<file path="config.mk">
export PLATFORM = sky130hd
export DESIGN_NAME = json_string_field_extractor_unit
export DESIGN_NICKNAME = d
export VERILOG_FILES = /design/src/sv/jsfe_pkg.sv /design/src/sv/jsfe_front.sv /design/src/sv/jsfe_queue.sv /design/src/sv/jsfe_back.sv /design/src/sv/json_string_field_extractor_unit.sv
export SDC_FILE = /design/constraint.sdc
export NUM_CORES = 1
export LEC_CHECK = 0
export ABC_AREA = 0
export BUFFER_PORTS_ARGS = -buffer_cell sky130_fd_sc_hd__buf_2
export CAP_MARGIN = 20
export CORE_ASPECT_RATIO = 1.5
export CORE_MARGIN = 2
export CORE_UTILIZATION = 30
export CTS_CLUSTER_DIAMETER = 50
export CTS_CLUSTER_SIZE = 30
export DETAILED_ROUTE_END_ITERATION = 16
export SLEW_MARGIN = 20
export SYNTH_ARGS = -nofsm -noshare
export SYNTH_HDL_FRONTEND = slang
export SYNTH_SLANG_ARGS = --single-unit
</file>
<file path="constraint.sdc">
create_clock -name clock -period 8.4 [get_ports clock]
set_input_delay 1.68 -clock clock [delete_from_list [all_inputs] [get_ports clock]]
set_output_delay 1.68 -clock clock [all_outputs]
set_load 0.05 [all_outputs]
</file>
<file path="src/sv/jsfe_pkg.sv">
// ----------------------------------------------------------------------------
// JSON string field extractor package
// Shared types, character constants, status and register codes.
// ----------------------------------------------------------------------------
package jsfe_pkg;

   // Default sizes handed to the top level.
   localparam int MAX_KEY_BYTES = 8;
   localparam int QUEUE_DEPTH   = 4;

   // Fixed field widths.
   localparam int KEY_W    = 64;
   localparam int KLEN_W   = 4;
   localparam int BYTE_W   = 8;
   localparam int STATUS_W = 3;

   // Configuration register indexes.
   localparam logic CSR_KEY_BYTES  = 1'b0;
   localparam logic CSR_KEY_LENGTH = 1'b1;

   // Character constants.
   localparam logic [BYTE_W-1:0] CH_QUOTE  = 8'h22;
   localparam logic [BYTE_W-1:0] CH_COLON  = 8'h3A;
   localparam logic [BYTE_W-1:0] CH_SPACE  = 8'h20;
   localparam logic [BYTE_W-1:0] CH_TAB    = 8'h09;
   localparam logic [BYTE_W-1:0] CH_BSLASH = 8'h5C;
   localparam logic [BYTE_W-1:0] CH_LOW_N  = 8'h6E;
   localparam logic [BYTE_W-1:0] CH_LOW_T  = 8'h74;
   localparam logic [BYTE_W-1:0] CH_LOW_R  = 8'h72;
   localparam logic [BYTE_W-1:0] CH_LF     = 8'h0A;
   localparam logic [BYTE_W-1:0] CH_CR     = 8'h0D;

   // Outcome codes carried with the final word of a result.
   localparam logic [STATUS_W-1:0] ST_CLOSED     = 3'd0;
   localparam logic [STATUS_W-1:0] ST_OPEN_END   = 3'd1;
   localparam logic [STATUS_W-1:0] ST_NO_KEY     = 3'd2;
   localparam logic [STATUS_W-1:0] ST_NO_COLON   = 3'd3;
   localparam logic [STATUS_W-1:0] ST_NOT_STRING = 3'd4;

   // One classified input byte as it travels through the queue.
   typedef struct packed {
      logic [BYTE_W-1:0] data;
      logic [BYTE_W-1:0] esc_data;
      logic              last;
      logic              is_quote;
      logic              is_colon;
      logic              is_blank;
      logic              is_bslash;
   } item_type;

   // One result word.
   typedef struct packed {
      logic [BYTE_W-1:0]   data;
      logic                byte_valid;
      logic                value_end;
      logic [STATUS_W-1:0] status;
   } result_type;

endpackage

</file>
<file path="src/sv/jsfe_front.sv">
// ----------------------------------------------------------------------------
// JSON extractor front end
// Accepts text bytes and classifies each one before it enters the queue.
// ----------------------------------------------------------------------------
module jsfe_front (
   input  logic                         req_tvalid,
   output logic                         req_tready,
   input  logic [jsfe_pkg::BYTE_W-1:0]  req_tdata,
   input  logic                         req_tlast,
   input  logic                         queue_full,
   output logic                         push,
   output jsfe_pkg::item_type           push_item
);

   // A word is taken whenever the queue has room.
   assign req_tready = !queue_full;
   assign push       = req_tvalid && !queue_full;

   // Character classes and the escape translation.
   always_comb begin
      push_item.data      = req_tdata;
      push_item.last      = req_tlast;
      push_item.is_quote  = (req_tdata == jsfe_pkg::CH_QUOTE);
      push_item.is_colon  = (req_tdata == jsfe_pkg::CH_COLON);
      push_item.is_blank  = (req_tdata == jsfe_pkg::CH_SPACE) ||
                            (req_tdata == jsfe_pkg::CH_TAB);
      push_item.is_bslash = (req_tdata == jsfe_pkg::CH_BSLASH);
      if (req_tdata == jsfe_pkg::CH_LOW_N) begin
         push_item.esc_data = jsfe_pkg::CH_LF;
      end else if (req_tdata == jsfe_pkg::CH_LOW_T) begin
         push_item.esc_data = jsfe_pkg::CH_TAB;
      end else if (req_tdata == jsfe_pkg::CH_LOW_R) begin
         push_item.esc_data = jsfe_pkg::CH_CR;
      end else begin
         push_item.esc_data = req_tdata;
      end
   end

endmodule

</file>
<file path="src/sv/jsfe_queue.sv">
// ----------------------------------------------------------------------------
// JSON extractor item queue
// Small FIFO of classified bytes between the front and back ends.
// ----------------------------------------------------------------------------
module jsfe_queue #(
   parameter int DEPTH = jsfe_pkg::QUEUE_DEPTH
) (
   input  logic               clock,
   input  logic               reset,
   input  logic               push,
   input  jsfe_pkg::item_type push_item,
   input  logic               pop,
   output jsfe_pkg::item_type head_item,
   output logic               full,
   output logic               empty
);

   localparam int PTR_W = (DEPTH > 1) ? $clog2(DEPTH) : 1;
   localparam int CNT_W = $clog2(DEPTH + 1);
   localparam logic [PTR_W-1:0] LAST_PTR = PTR_W'(DEPTH - 1);
   localparam logic [CNT_W-1:0] FULL_CNT = CNT_W'(DEPTH);

   jsfe_pkg::item_type entry_ff [DEPTH];
   logic [PTR_W-1:0] wr_ptr_ff, wr_ptr_in;
   logic [PTR_W-1:0] rd_ptr_ff, rd_ptr_in;
   logic [CNT_W-1:0] count_ff, count_in;

   assign full      = (count_ff == FULL_CNT);
   assign empty     = (count_ff == '0);
   assign head_item = entry_ff[rd_ptr_ff];

   // Pointer and fill count update.
   always_comb begin
      wr_ptr_in = wr_ptr_ff;
      rd_ptr_in = rd_ptr_ff;
      count_in  = count_ff;
      if (push) begin
         wr_ptr_in = (wr_ptr_ff == LAST_PTR) ? '0 : wr_ptr_ff + 1'b1;
      end
      if (pop) begin
         rd_ptr_in = (rd_ptr_ff == LAST_PTR) ? '0 : rd_ptr_ff + 1'b1;
      end
      if (push && !pop) begin
         count_in = count_ff + 1'b1;
      end else if (pop && !push) begin
         count_in = count_ff - 1'b1;
      end
   end

   always_ff @(posedge clock) begin
      if (reset) begin
         wr_ptr_ff <= '0;
         rd_ptr_ff <= '0;
         count_ff  <= '0;
      end else begin
         wr_ptr_ff <= wr_ptr_in;
         rd_ptr_ff <= rd_ptr_in;
         count_ff  <= count_in;
      end
   end

   // Entry storage needs no reset.
   always_ff @(posedge clock) begin
      if (push) begin
         entry_ff[wr_ptr_ff] <= push_item;
      end
   end

endmodule

</file>
<file path="src/sv/jsfe_back.sv">
// ----------------------------------------------------------------------------
// JSON extractor back end
// Runs the key search and value decoder and holds the result register.
// ----------------------------------------------------------------------------
module jsfe_back #(
   parameter int MAX_KEY_BYTES = jsfe_pkg::MAX_KEY_BYTES
) (
   input  logic                          clock,
   input  logic                          reset,
   input  logic [jsfe_pkg::KEY_W-1:0]    key_bytes,
   input  logic [jsfe_pkg::KLEN_W-1:0]   key_length,
   input  logic                          queue_empty,
   input  jsfe_pkg::item_type            head_item,
   output logic                          pop,
   output logic                          rsp_valid,
   input  logic                          rsp_ready,
   output jsfe_pkg::result_type          rsp_word
);

   localparam logic [2:0] PH_KEY   = 3'd0;
   localparam logic [2:0] PH_COLON = 3'd1;
   localparam logic [2:0] PH_SPACE = 3'd2;
   localparam logic [2:0] PH_VALUE = 3'd3;
   localparam logic [2:0] PH_DONE  = 3'd4;

   localparam logic [jsfe_pkg::KLEN_W-1:0] KEY_MAX = jsfe_pkg::KLEN_W'(MAX_KEY_BYTES);

   logic [2:0]                    phase_ff, phase_in;
   logic [jsfe_pkg::KLEN_W-1:0]   matched_ff, matched_in;
   logic                          esc_ff, esc_in;
   logic                          rsp_valid_ff, rsp_valid_in;
   jsfe_pkg::result_type          rsp_word_ff, rsp_word_in;

   logic [jsfe_pkg::KLEN_W-1:0]   key_len_eff;
   logic [jsfe_pkg::KLEN_W-1:0]   key_close;
   logic [jsfe_pkg::KLEN_W-1:0]   key_pos;
   logic [jsfe_pkg::BYTE_W-1:0]   marker;
   logic                          emit;
   jsfe_pkg::result_type          result;

   // An item moves on when the result register is free or draining.
   assign pop       = !queue_empty && (!rsp_valid_ff || rsp_ready);
   assign rsp_valid = rsp_valid_ff;
   assign rsp_word  = rsp_word_ff;

   // Expected marker byte: a quote, the key bytes, then the closing quote.
   always_comb begin
      key_len_eff = (key_length > KEY_MAX) ? KEY_MAX : key_length;
      key_close   = key_len_eff + 1'b1;
      key_pos     = matched_ff - 1'b1;
      if (matched_ff == '0 || matched_ff >= key_close) begin
         marker = jsfe_pkg::CH_QUOTE;
      end else begin
         marker = key_bytes[{key_pos[2:0], 3'b000} +: jsfe_pkg::BYTE_W];
      end
   end

   // Phase sequencer and result formation for the head item.
   always_comb begin
      phase_in   = phase_ff;
      matched_in = matched_ff;
      esc_in     = esc_ff;
      emit       = 1'b0;
      result     = '0;
      unique case (phase_ff)
         PH_KEY: begin
            if (head_item.data == marker) begin
               if (matched_ff >= key_close) begin
                  phase_in   = PH_COLON;
                  matched_in = '0;
               end else begin
                  matched_in = matched_ff + 1'b1;
               end
            end else begin
               matched_in = head_item.is_quote ? 4'd1 : 4'd0;
            end
            if (head_item.last) begin
               emit             = 1'b1;
               result.value_end = 1'b1;
               result.status    = (phase_in == PH_KEY) ? jsfe_pkg::ST_NO_KEY
                                                       : jsfe_pkg::ST_NO_COLON;
            end
         end
         PH_COLON: begin
            if (head_item.is_colon) begin
               phase_in = PH_SPACE;
            end
            if (head_item.last) begin
               emit             = 1'b1;
               result.value_end = 1'b1;
               result.status    = head_item.is_colon ? jsfe_pkg::ST_NOT_STRING
                                                     : jsfe_pkg::ST_NO_COLON;
            end
         end
         PH_SPACE: begin
            if (head_item.is_blank) begin
               if (head_item.last) begin
                  emit             = 1'b1;
                  result.value_end = 1'b1;
                  result.status    = jsfe_pkg::ST_NOT_STRING;
               end
            end else if (head_item.is_quote) begin
               phase_in = PH_VALUE;
               esc_in   = 1'b0;
               if (head_item.last) begin
                  emit             = 1'b1;
                  result.value_end = 1'b1;
                  result.status    = jsfe_pkg::ST_OPEN_END;
               end
            end else begin
               phase_in         = PH_DONE;
               emit             = 1'b1;
               result.value_end = 1'b1;
               result.status    = jsfe_pkg::ST_NOT_STRING;
            end
         end
         PH_VALUE: begin
            if (esc_ff) begin
               esc_in            = 1'b0;
               emit              = 1'b1;
               result.data       = head_item.esc_data;
               result.byte_valid = 1'b1;
               result.value_end  = head_item.last;
               result.status     = head_item.last ? jsfe_pkg::ST_OPEN_END
                                                  : jsfe_pkg::ST_CLOSED;
            end else if (head_item.is_quote) begin
               phase_in         = PH_DONE;
               emit             = 1'b1;
               result.value_end = 1'b1;
               result.status    = jsfe_pkg::ST_CLOSED;
            end else if (head_item.is_bslash && !head_item.last) begin
               esc_in = 1'b1;
            end else begin
               emit              = 1'b1;
               result.data       = head_item.data;
               result.byte_valid = 1'b1;
               result.value_end  = head_item.last;
               result.status     = head_item.last ? jsfe_pkg::ST_OPEN_END
                                                  : jsfe_pkg::ST_CLOSED;
            end
         end
         default: begin
            // Outcome already sent: bytes are dropped until the text ends.
         end
      endcase
      // The end of a text returns the parser to its starting state.
      if (head_item.last) begin
         phase_in   = PH_KEY;
         matched_in = '0;
         esc_in     = 1'b0;
      end
   end

   // Result register valid flag and payload.
   always_comb begin
      if (pop && emit) begin
         rsp_valid_in = 1'b1;
      end else if (rsp_ready) begin
         rsp_valid_in = 1'b0;
      end else begin
         rsp_valid_in = rsp_valid_ff;
      end
      rsp_word_in = (pop && emit) ? result : rsp_word_ff;
   end

   always_ff @(posedge clock) begin
      if (reset) begin
         phase_ff     <= PH_KEY;
         matched_ff   <= '0;
         esc_ff       <= 1'b0;
         rsp_valid_ff <= 1'b0;
      end else begin
         if (pop) begin
            phase_ff   <= phase_in;
            matched_ff <= matched_in;
            esc_ff     <= esc_in;
         end
         rsp_valid_ff <= rsp_valid_in;
      end
   end

   // Result payload needs no reset.
   always_ff @(posedge clock) begin
      rsp_word_ff <= rsp_word_in;
   end

endmodule

</file>
<file path="src/sv/json_string_field_extractor_unit.sv">
// A text byte passes through a queue entry and then the result register on its way out.
// Throughput: one text byte per cycle while the result register is free or draining.
// A result word waiting on rsp_tready stalls the back end; the queue absorbs up to
// QUEUE_DEPTH further bytes before req_tready drops.
// Reset (synchronous, active high) clears the parser, the queue and both key registers.
// ----------------------------------------------------------------------------
// JSON string field extractor
// Finds a quoted key in a JSON text and streams out its decoded string value.
// ----------------------------------------------------------------------------
module json_string_field_extractor_unit #(
   parameter int MAX_KEY_BYTES = jsfe_pkg::MAX_KEY_BYTES,
   parameter int QUEUE_DEPTH   = jsfe_pkg::QUEUE_DEPTH
) (
   input  logic                        clock,
   input  logic                        reset,
   // Configuration write port.
   input  logic                        csr_wr_en,
   input  logic                        csr_index,
   input  logic [jsfe_pkg::KEY_W-1:0]  csr_wdata,
   // Text input: tdata[7:0] in_byte; tlast in_last.
   input  logic                        req_tvalid,
   output logic                        req_tready,
   input  logic [7:0]                  req_tdata,
   input  logic                        req_tlast,
   // Results: tdata[7:0] out_byte, tdata[10:8] status, rest zero;
   // tuser[0] byte_valid; tlast value_end.
   output logic                        rsp_tvalid,
   input  logic                        rsp_tready,
   output logic [15:0]                 rsp_tdata,
   output logic                        rsp_tuser,
   output logic                        rsp_tlast
);

   logic [jsfe_pkg::KEY_W-1:0]  key_bytes_ff, key_bytes_in;
   logic [jsfe_pkg::KLEN_W-1:0] key_length_ff, key_length_in;

   logic                 queue_full;
   logic                 queue_empty;
   logic                 push;
   logic                 pop;
   jsfe_pkg::item_type   push_item;
   jsfe_pkg::item_type   head_item;
   jsfe_pkg::result_type rsp_word;

   // Key registers.
   always_comb begin
      key_bytes_in  = key_bytes_ff;
      key_length_in = key_length_ff;
      if (csr_wr_en) begin
         unique case (csr_index)
            jsfe_pkg::CSR_KEY_BYTES:  key_bytes_in  = csr_wdata;
            jsfe_pkg::CSR_KEY_LENGTH: key_length_in = csr_wdata[jsfe_pkg::KLEN_W-1:0];
            default: begin
            end
         endcase
      end
   end

   always_ff @(posedge clock) begin
      if (reset) begin
         key_bytes_ff  <= '0;
         key_length_ff <= '0;
      end else begin
         key_bytes_ff  <= key_bytes_in;
         key_length_ff <= key_length_in;
      end
   end

   jsfe_front u_front (
      .req_tvalid (req_tvalid),
      .req_tready (req_tready),
      .req_tdata  (req_tdata),
      .req_tlast  (req_tlast),
      .queue_full (queue_full),
      .push       (push),
      .push_item  (push_item)
   );

   jsfe_queue #(
      .DEPTH (QUEUE_DEPTH)
   ) u_queue (
      .clock     (clock),
      .reset     (reset),
      .push      (push),
      .push_item (push_item),
      .pop       (pop),
      .head_item (head_item),
      .full      (queue_full),
      .empty     (queue_empty)
   );

   jsfe_back #(
      .MAX_KEY_BYTES (MAX_KEY_BYTES)
   ) u_back (
      .clock       (clock),
      .reset       (reset),
      .key_bytes   (key_bytes_ff),
      .key_length  (key_length_ff),
      .queue_empty (queue_empty),
      .head_item   (head_item),
      .pop         (pop),
      .rsp_valid   (rsp_tvalid),
      .rsp_ready   (rsp_tready),
      .rsp_word    (rsp_word)
   );

   // Result word packing.
   assign rsp_tdata = {5'b00000, rsp_word.status, rsp_word.data};
   assign rsp_tuser = rsp_word.byte_valid;
   assign rsp_tlast = rsp_word.value_end;

endmodule

</file>
==> impl_metrics.toml, run 1 <==
[final_layout]
multi_input_area_mm2 = 0.003293
syn_to_final_growth_pct = 16.46
area.sequential_mm2 = 0.004634
drive_gt1_share_pct = 20.91
diodes = 0
instances_no_fill = 1179
final_nets = 917
utilization_pct = 35.23
fin_area_mm2 = 0.009525
fill_cells = 2675

[setup_path]
cp_data_arrival_time_ns = 3.83
required_ns = 8.69
cp_max_fo = 33
endpoint_kind = "flip-flop"
cp-start-kind = "flip-flop"
critical_path_class = "reg2reg"

[routing]
wl_um = 19610
drc = 0
ant_nets = 0
drt-pass1-iter-count = 5
drt_iter0_markers = 330
vias_per_cell = 4.830
num_vias = 5694
routedWlPerCell_um = 16.63

[synth]
seq_area_frac_synth_pct = 56.66
yosysMostFrequentCell = "nand2_1"
yosysTopAreaCell = "edfxtp_1"
synth-edff-count = 97
yosysWarnings = 0
synth_area_mm2 = 0.008179
avgSynthCellArea_um2 = 10.96
synth_top_area_share_pct = 35.61
synthFlopType = "edfxtp_1"
ys_async_sr_fraction_pct = 0
netlist_instances = 746
synth.distinct_cells = 53
synthTopCellsByArea = "edfxtp_1, dfxtp_1, nand2_1"
ys_seq_elements = 183
ys_top_cells_by_count = "nand2_1, edfxtp_1, a21oi_1, dfxtp_1, nor2_1"

[clock_tree]
clk-insertion-delay-late_ns = 0.44
cts_buffers = 17
cts.htree.levels = 4
cts_setup_buffers = 0
cts_resized = 0
clockRootBuffer = "clkbuf_16"
hold_buffers = 0
clock_sinks = 183
cts_tree = "yes"
clk_path_buf_depth = 2
clkTransAtPathRegs_ns = 0.07

[floorplanning]
rows = 74
core_area_mm2 = 0.02704
io_pins = 99
die_h_um = 206.2
die_w_um = 138.8
start_util_pct = 30.25
die_area_mm2 = 0.02863

[power]
irDropWorstVdd_mv = 0.1522
internal_power_uw = 1755
p_sw_uw = 924.5
power_leakage_uw = 0.003400
seqPwrFrac_pct = 40.7
sw_frac_of_total_pct = 34.50
power_density_mw_per_mm2 = 281.3
clockPowerShare_pct = 28.9
combPwrFrac_pct = 30.5

[global_route]
grt_pass1_vias = 5619
grt_max_degree = 84
overflow = 0
track_usage_pct = 13.97
grt_pass1_wl_um = 30700
antenna_found_initial = 0

[timing]
worst_slew_pin_slew_ns = 0.9165
slew_headroom_pct = 38.90
rsz0062_at_grt = "no"
finalHoldViolCount = 0
tns_ns = 0
timing.final.crit_share_pct = 42.19
period_minus_slack_ns = 3.544
clock.fmax_ghz = 0.2822
layout_setup_ws_ns = 4.856
clock-skew-final_ns = 0.01180
drv_slew = 0
setup_viol = 0

[placement]
pre_cts_ws_ns = 4.846
dp_hpwl_um = 14010
place_area_mm2 = 0.008956
gp_congestion = 0.8136
port-buffer-count = 93
dp.cells = 1147

[outcome]
status = "complete, no violations"

[run]
maxCapViolCount = 0

[min_path]
hp-class = "reg2reg"
[cell usage in the layout, fill, tap and decap left out, drive strengths merged, types with 5 or more instances in the layout]
cell type	instances
nor3	10
a211oi	5
conb	5
ha	13
nor2	42
nor2b	11
nand2b	9
dfxtp	86
nand3	11
a21oi	96
mux2	8
nand2	167
a31oi	5
clkbuf	17
mux2i	32
buf	104
or3	5
inv	21
and2	6
mux4	27
o21ai	6
edfxtp	97
xor2	5
[flip-flops by register name (all words and copies together) (netlist names), named ones only]
signal	flops
key_bytes_ff	64
key_length_ff	4
u_back.esc_ff	1
u_back.matched_ff	4
u_back.phase_ff	3
u_back.rsp_valid	1
u_back.rsp_word	13
u_queue.count_ff	3
u_queue.entry_ff	84
u_queue.rd_ptr_ff	2
u_queue.wr_ptr_ff	2
[path summary, 6_finish.rpt]
kind                         from                 end  slack, ns  cells after the start
min reg2reg      key_bytes_ff[50]    key_bytes_ff[50]       0.46                      2
max          u_back.matched_ff[0]  u_back.rsp_word[0]       4.86                     10
min              key_bytes_ff[50]    key_bytes_ff[50]       0.46                      2
max reg2reg  u_back.matched_ff[0]  u_back.rsp_word[0]       4.86                     10
[layer usage]
metal / routed length, um / part of all wire [%] / global-route usage (%)
met5: 0 / 0 / 0
met4: 384 / 2.0 / 5.483
met3: 829 / 4.2 / 2.966
met2: 10580 / 54 / 25.91
met1: 7815 / 40 / 15.62
[cell families after synthesis]
family | Yosys count | share of synthesized area [%]
AND/OR/NAND/NOR | 280 | 14.95
multiplexers | 67 | 12.50
XOR/XNOR | 9 | 1.055
flip-flops | 183 | 56.66
AO/OA/AOI/OAI | 129 | 9.102
adder cells (fa/ha/maj) | 14 | 2.233
buffers and inverters | 63 | 3.457
other | 1 | 0.04585
[area by class of cell]
cell class                 instances  area share (%)
clock buffer                      17           4.466
tap                              342           4.492
timing repair buffer             104           5.753
inverter                          14          0.5517
sequential                       183           48.65
clock inverter                    15           1.511
multi-input combinational        504           34.57
[power by group through the flow]
stage / combinational [uW] / sequential, uW / clock, uW
floorplan: 539 / 1180 / 0
global placement: 820 / 1110 / 0
detailed placement: 828 / 1110 / 0
CTS: 831 / 1090 / 793
global route: 896 / 1100 / 825
finish: 816 / 1090 / 774
[critical path: stages, from the launching register on]
cell and delay, ns:
dfxtp_1 0.39, inv_2 0.16, ha_1 0.31, buf_4 0.44, mux2_2 0.40, mux4_2 0.49, o32ai_2 0.29, a21oi_2 0.11
nor4_4 0.50, nand2_1 0.10, a31oi_1 0.18
[through the flow]
stage | total power (uW) | hold slack (ns)
global route | 2820 | 0.4722
floorplan | 1722 | 0.4322
detailed placement | 1939 | 0.4461
finish | 2680 | 0.4556
global placement | 1930 | 0.4420
CTS | 2716 | 0.4562
Note: power is estimated with default switching activity, not from simulation.
==> run 2: changes to the inputs <==
==> constraint.sdc (replaced) <==
create_clock -name clock -period 3.4 [get_ports clock]
set_input_delay 0.68 -clock clock [delete_from_list [all_inputs] [get_ports clock]]
set_output_delay 0.68 -clock clock [all_outputs]
set_load 0.05 [all_outputs]
==> run 2 against run 1 <==
Count of clock-buffer cells in the layout unchanged. Sequential power increased by 150%. Cell count increased by 1.0%. Register-to-register slack got worse by 4.6 ns. Combinational power increased to 2.5 times the previous value. Critical path type unchanged. Largest cell class unchanged.
==> impl_metrics.toml, run 2 (synthesized netlist as in run 1, its figures left out) <==
[global_route]
antenna_found_initial = 0
grt_pass1_vias = 5738
track_usage_pct = 13.69
grt_pass1_wl_um = 30350
overflow = 0
grt_max_degree = 65

[routing]
routedWlPerCell_um = 16.18
wl_um = 19270
drc = 0
drt_iter0_markers = 369
drt-pass1-iter-count = 5
vias_per_cell = 4.797
ant_nets = 0
num_vias = 5713

[clock_tree]
clk-insertion-delay-late_ns = 0.43
cts.htree.levels = 4
clockRootBuffer = "clkbuf_16"
hold_buffers = 0
clkTransAtPathRegs_ns = 0.07
cts_tree = "yes"
cts_resized = 0
clock_sinks = 183
cts_buffers = 17
clk_path_buf_depth = 2

[setup_path]
reg2reg_depth = 11
endpoint_kind = "flip-flop"
r2r-start = "u_back.matched_ff[0]"
cp_max_fo = 33
worstReg2RegEnd = "u_back.rsp_word[0]"
r2r_setup_slack_ns = 0.24
required_ns = 3.68
cp-start-kind = "flip-flop"
cp_data_arrival_time_ns = 3.44
critical_path_class = "reg2reg"

[final_layout]
mostFrequentLayoutCells = "nand2_1, edfxtp_1, a21oi_1"
final_nets = 929
fin_area_mm2 = 0.009708
top_register = "u_queue.entry_ff"
final_common_cell = "nand2_1"
syn_to_final_growth_pct = 18.69
largest_reg_flops = 84
drive_gt1_share_pct = 22.26
diodes = 0
instances_no_fill = 1191
fill_cells = 2679

[timing]
finalHoldViolCount = 0
setup_viol = 0
clock.fmax_ghz = 0.3160
rsz0062_at_grt = "no"
slew_headroom_pct = 55.14
tns_ns = 0
worst_slew_pin_slew_ns = 0.6667
timing.final.crit_share_pct = 93.07
clock-skew-final_ns = 0.009343
drv_slew = 0
period_minus_slack_ns = 3.164

[run]
maxCapViolCount = 0

[placement]
dp.cells = 1158
dp_hpwl_um = 14320
place_area_mm2 = 0.009064
gp_congestion = 0.7804
port-buffer-count = 93

[floorplanning]
die_h_um = 206.2
start_util_pct = 30.25
die_w_um = 138.8
die_area_mm2 = 0.02863
io_pins = 99
rows = 74
core_area_mm2 = 0.02704

[power]
power_density_mw_per_mm2 = 708.9
irDropWorstVdd_mv = 0.3787
power_leakage_uw = 0.003504

[min_path]
min_from = "key_bytes_ff[49]"
hp-class = "reg2reg"
holdPathStages = 2
holdPathEnd = "key_bytes_ff[49]"

[outcome]
status = "complete, no violations"
## run 2: changes by cell type in the layout (fill, tap and decap cells not counted), sizes merged
cell and change:
buf +12, clkinv +1, bufinv +2, inv -1
clkinvlp -2
## run 2: worst max-delay path by stage
| stage | endpoint | slack (ns) | startpoint |
|---|---|---|---|
| floorplan | u_back.rsp_word[0] | 0.37 | u_back.matched_ff[0] |
| global placement | u_back.rsp_word[0] | 0.23 | u_back.matched_ff[0] |
| detailed placement | u_back.rsp_word[0] | 0.16 | u_back.matched_ff[0] |
| CTS | u_back.rsp_word[0] | 0.14 | u_back.matched_ff[0] |
| global route | u_back.rsp_word[0] | 0.09 | u_back.matched_ff[0] |
| finish | u_back.rsp_word[0] | 0.24 | u_back.matched_ff[0] |
## run 2: critical path, cell delays in order (launching register included)
cell and delay, ns:
dfxtp_1 0.39, inv_2 0.05, ha_1 0.32, buf_12 0.24, mux2_1 0.36, mux4_2 0.51
o32ai_1 0.28, a21oi_1 0.14, nor4_4 0.29, buf_4 0.19, nand2_1 0.07, a31oi_1 0.17
## run 2: cell type report
type	count	area [um2]	area share [%]
Tap cell	342	427.9	4.408
Inverter	14	52.55	0.5413
Clock buffer	17	425.4	4.382
Timing Repair Buffer	116	663.1	6.831
Sequential cell	183	4634	47.74
Multi-Input combinational cell	504	3293	33.92
Clock inverter	15	211.5	2.178
## run 2: repair_timing
item,in CTS,in global routing
endpoints found under the hold margin,0,0
endpoints found under the setup margin,0,1
buffers inserted,0,1
## run 2: layer usage
| layer | global-route usage, % | vias to the layer above | part of all wire, % | wire, um |
|---|---|---|---|---|
| met5 | 0 | - | 0 | 0 |
| met2 | 26.07 | 122 | 54 | 10440 |
| met4 | 5.014 | 0 | 2.3 | 442 |
| met1 | 14.72 | 2746 | 39 | 7566 |
| li1 | - | 2823 | - | - |
| met3 | 3.128 | 22 | 4.3 | 825 |
## run 2: through the flow
| stage | util, % | hold slack (ns) | setup WS (ns) | total power (uW) |
|---|---|---|---|---|
| after global placement | 33.52 | 0.4460 | 0.2304 | 4829 |
| final | 35.91 | 0.4522 | 0.2355 | 6882 |
| after CTS | 35.88 | 0.4548 | 0.1385 | 6957 |
| after global routing | 35.91 | 0.4593 | 0.09185 | 7246 |
| after floorplan | - | 0.4322 | 0.3747 | 4260 |
| after detailed placement | 33.52 | 0.4472 | 0.1615 | 4852 |
## run 2: power by group
part | leakage, uW | internal, uW | switching (uW)
clock | 0.000309 | 1190 | 909
combinational | 0.00160 | 803 | 1260
sequential | 0.00159 | 2580 | 140
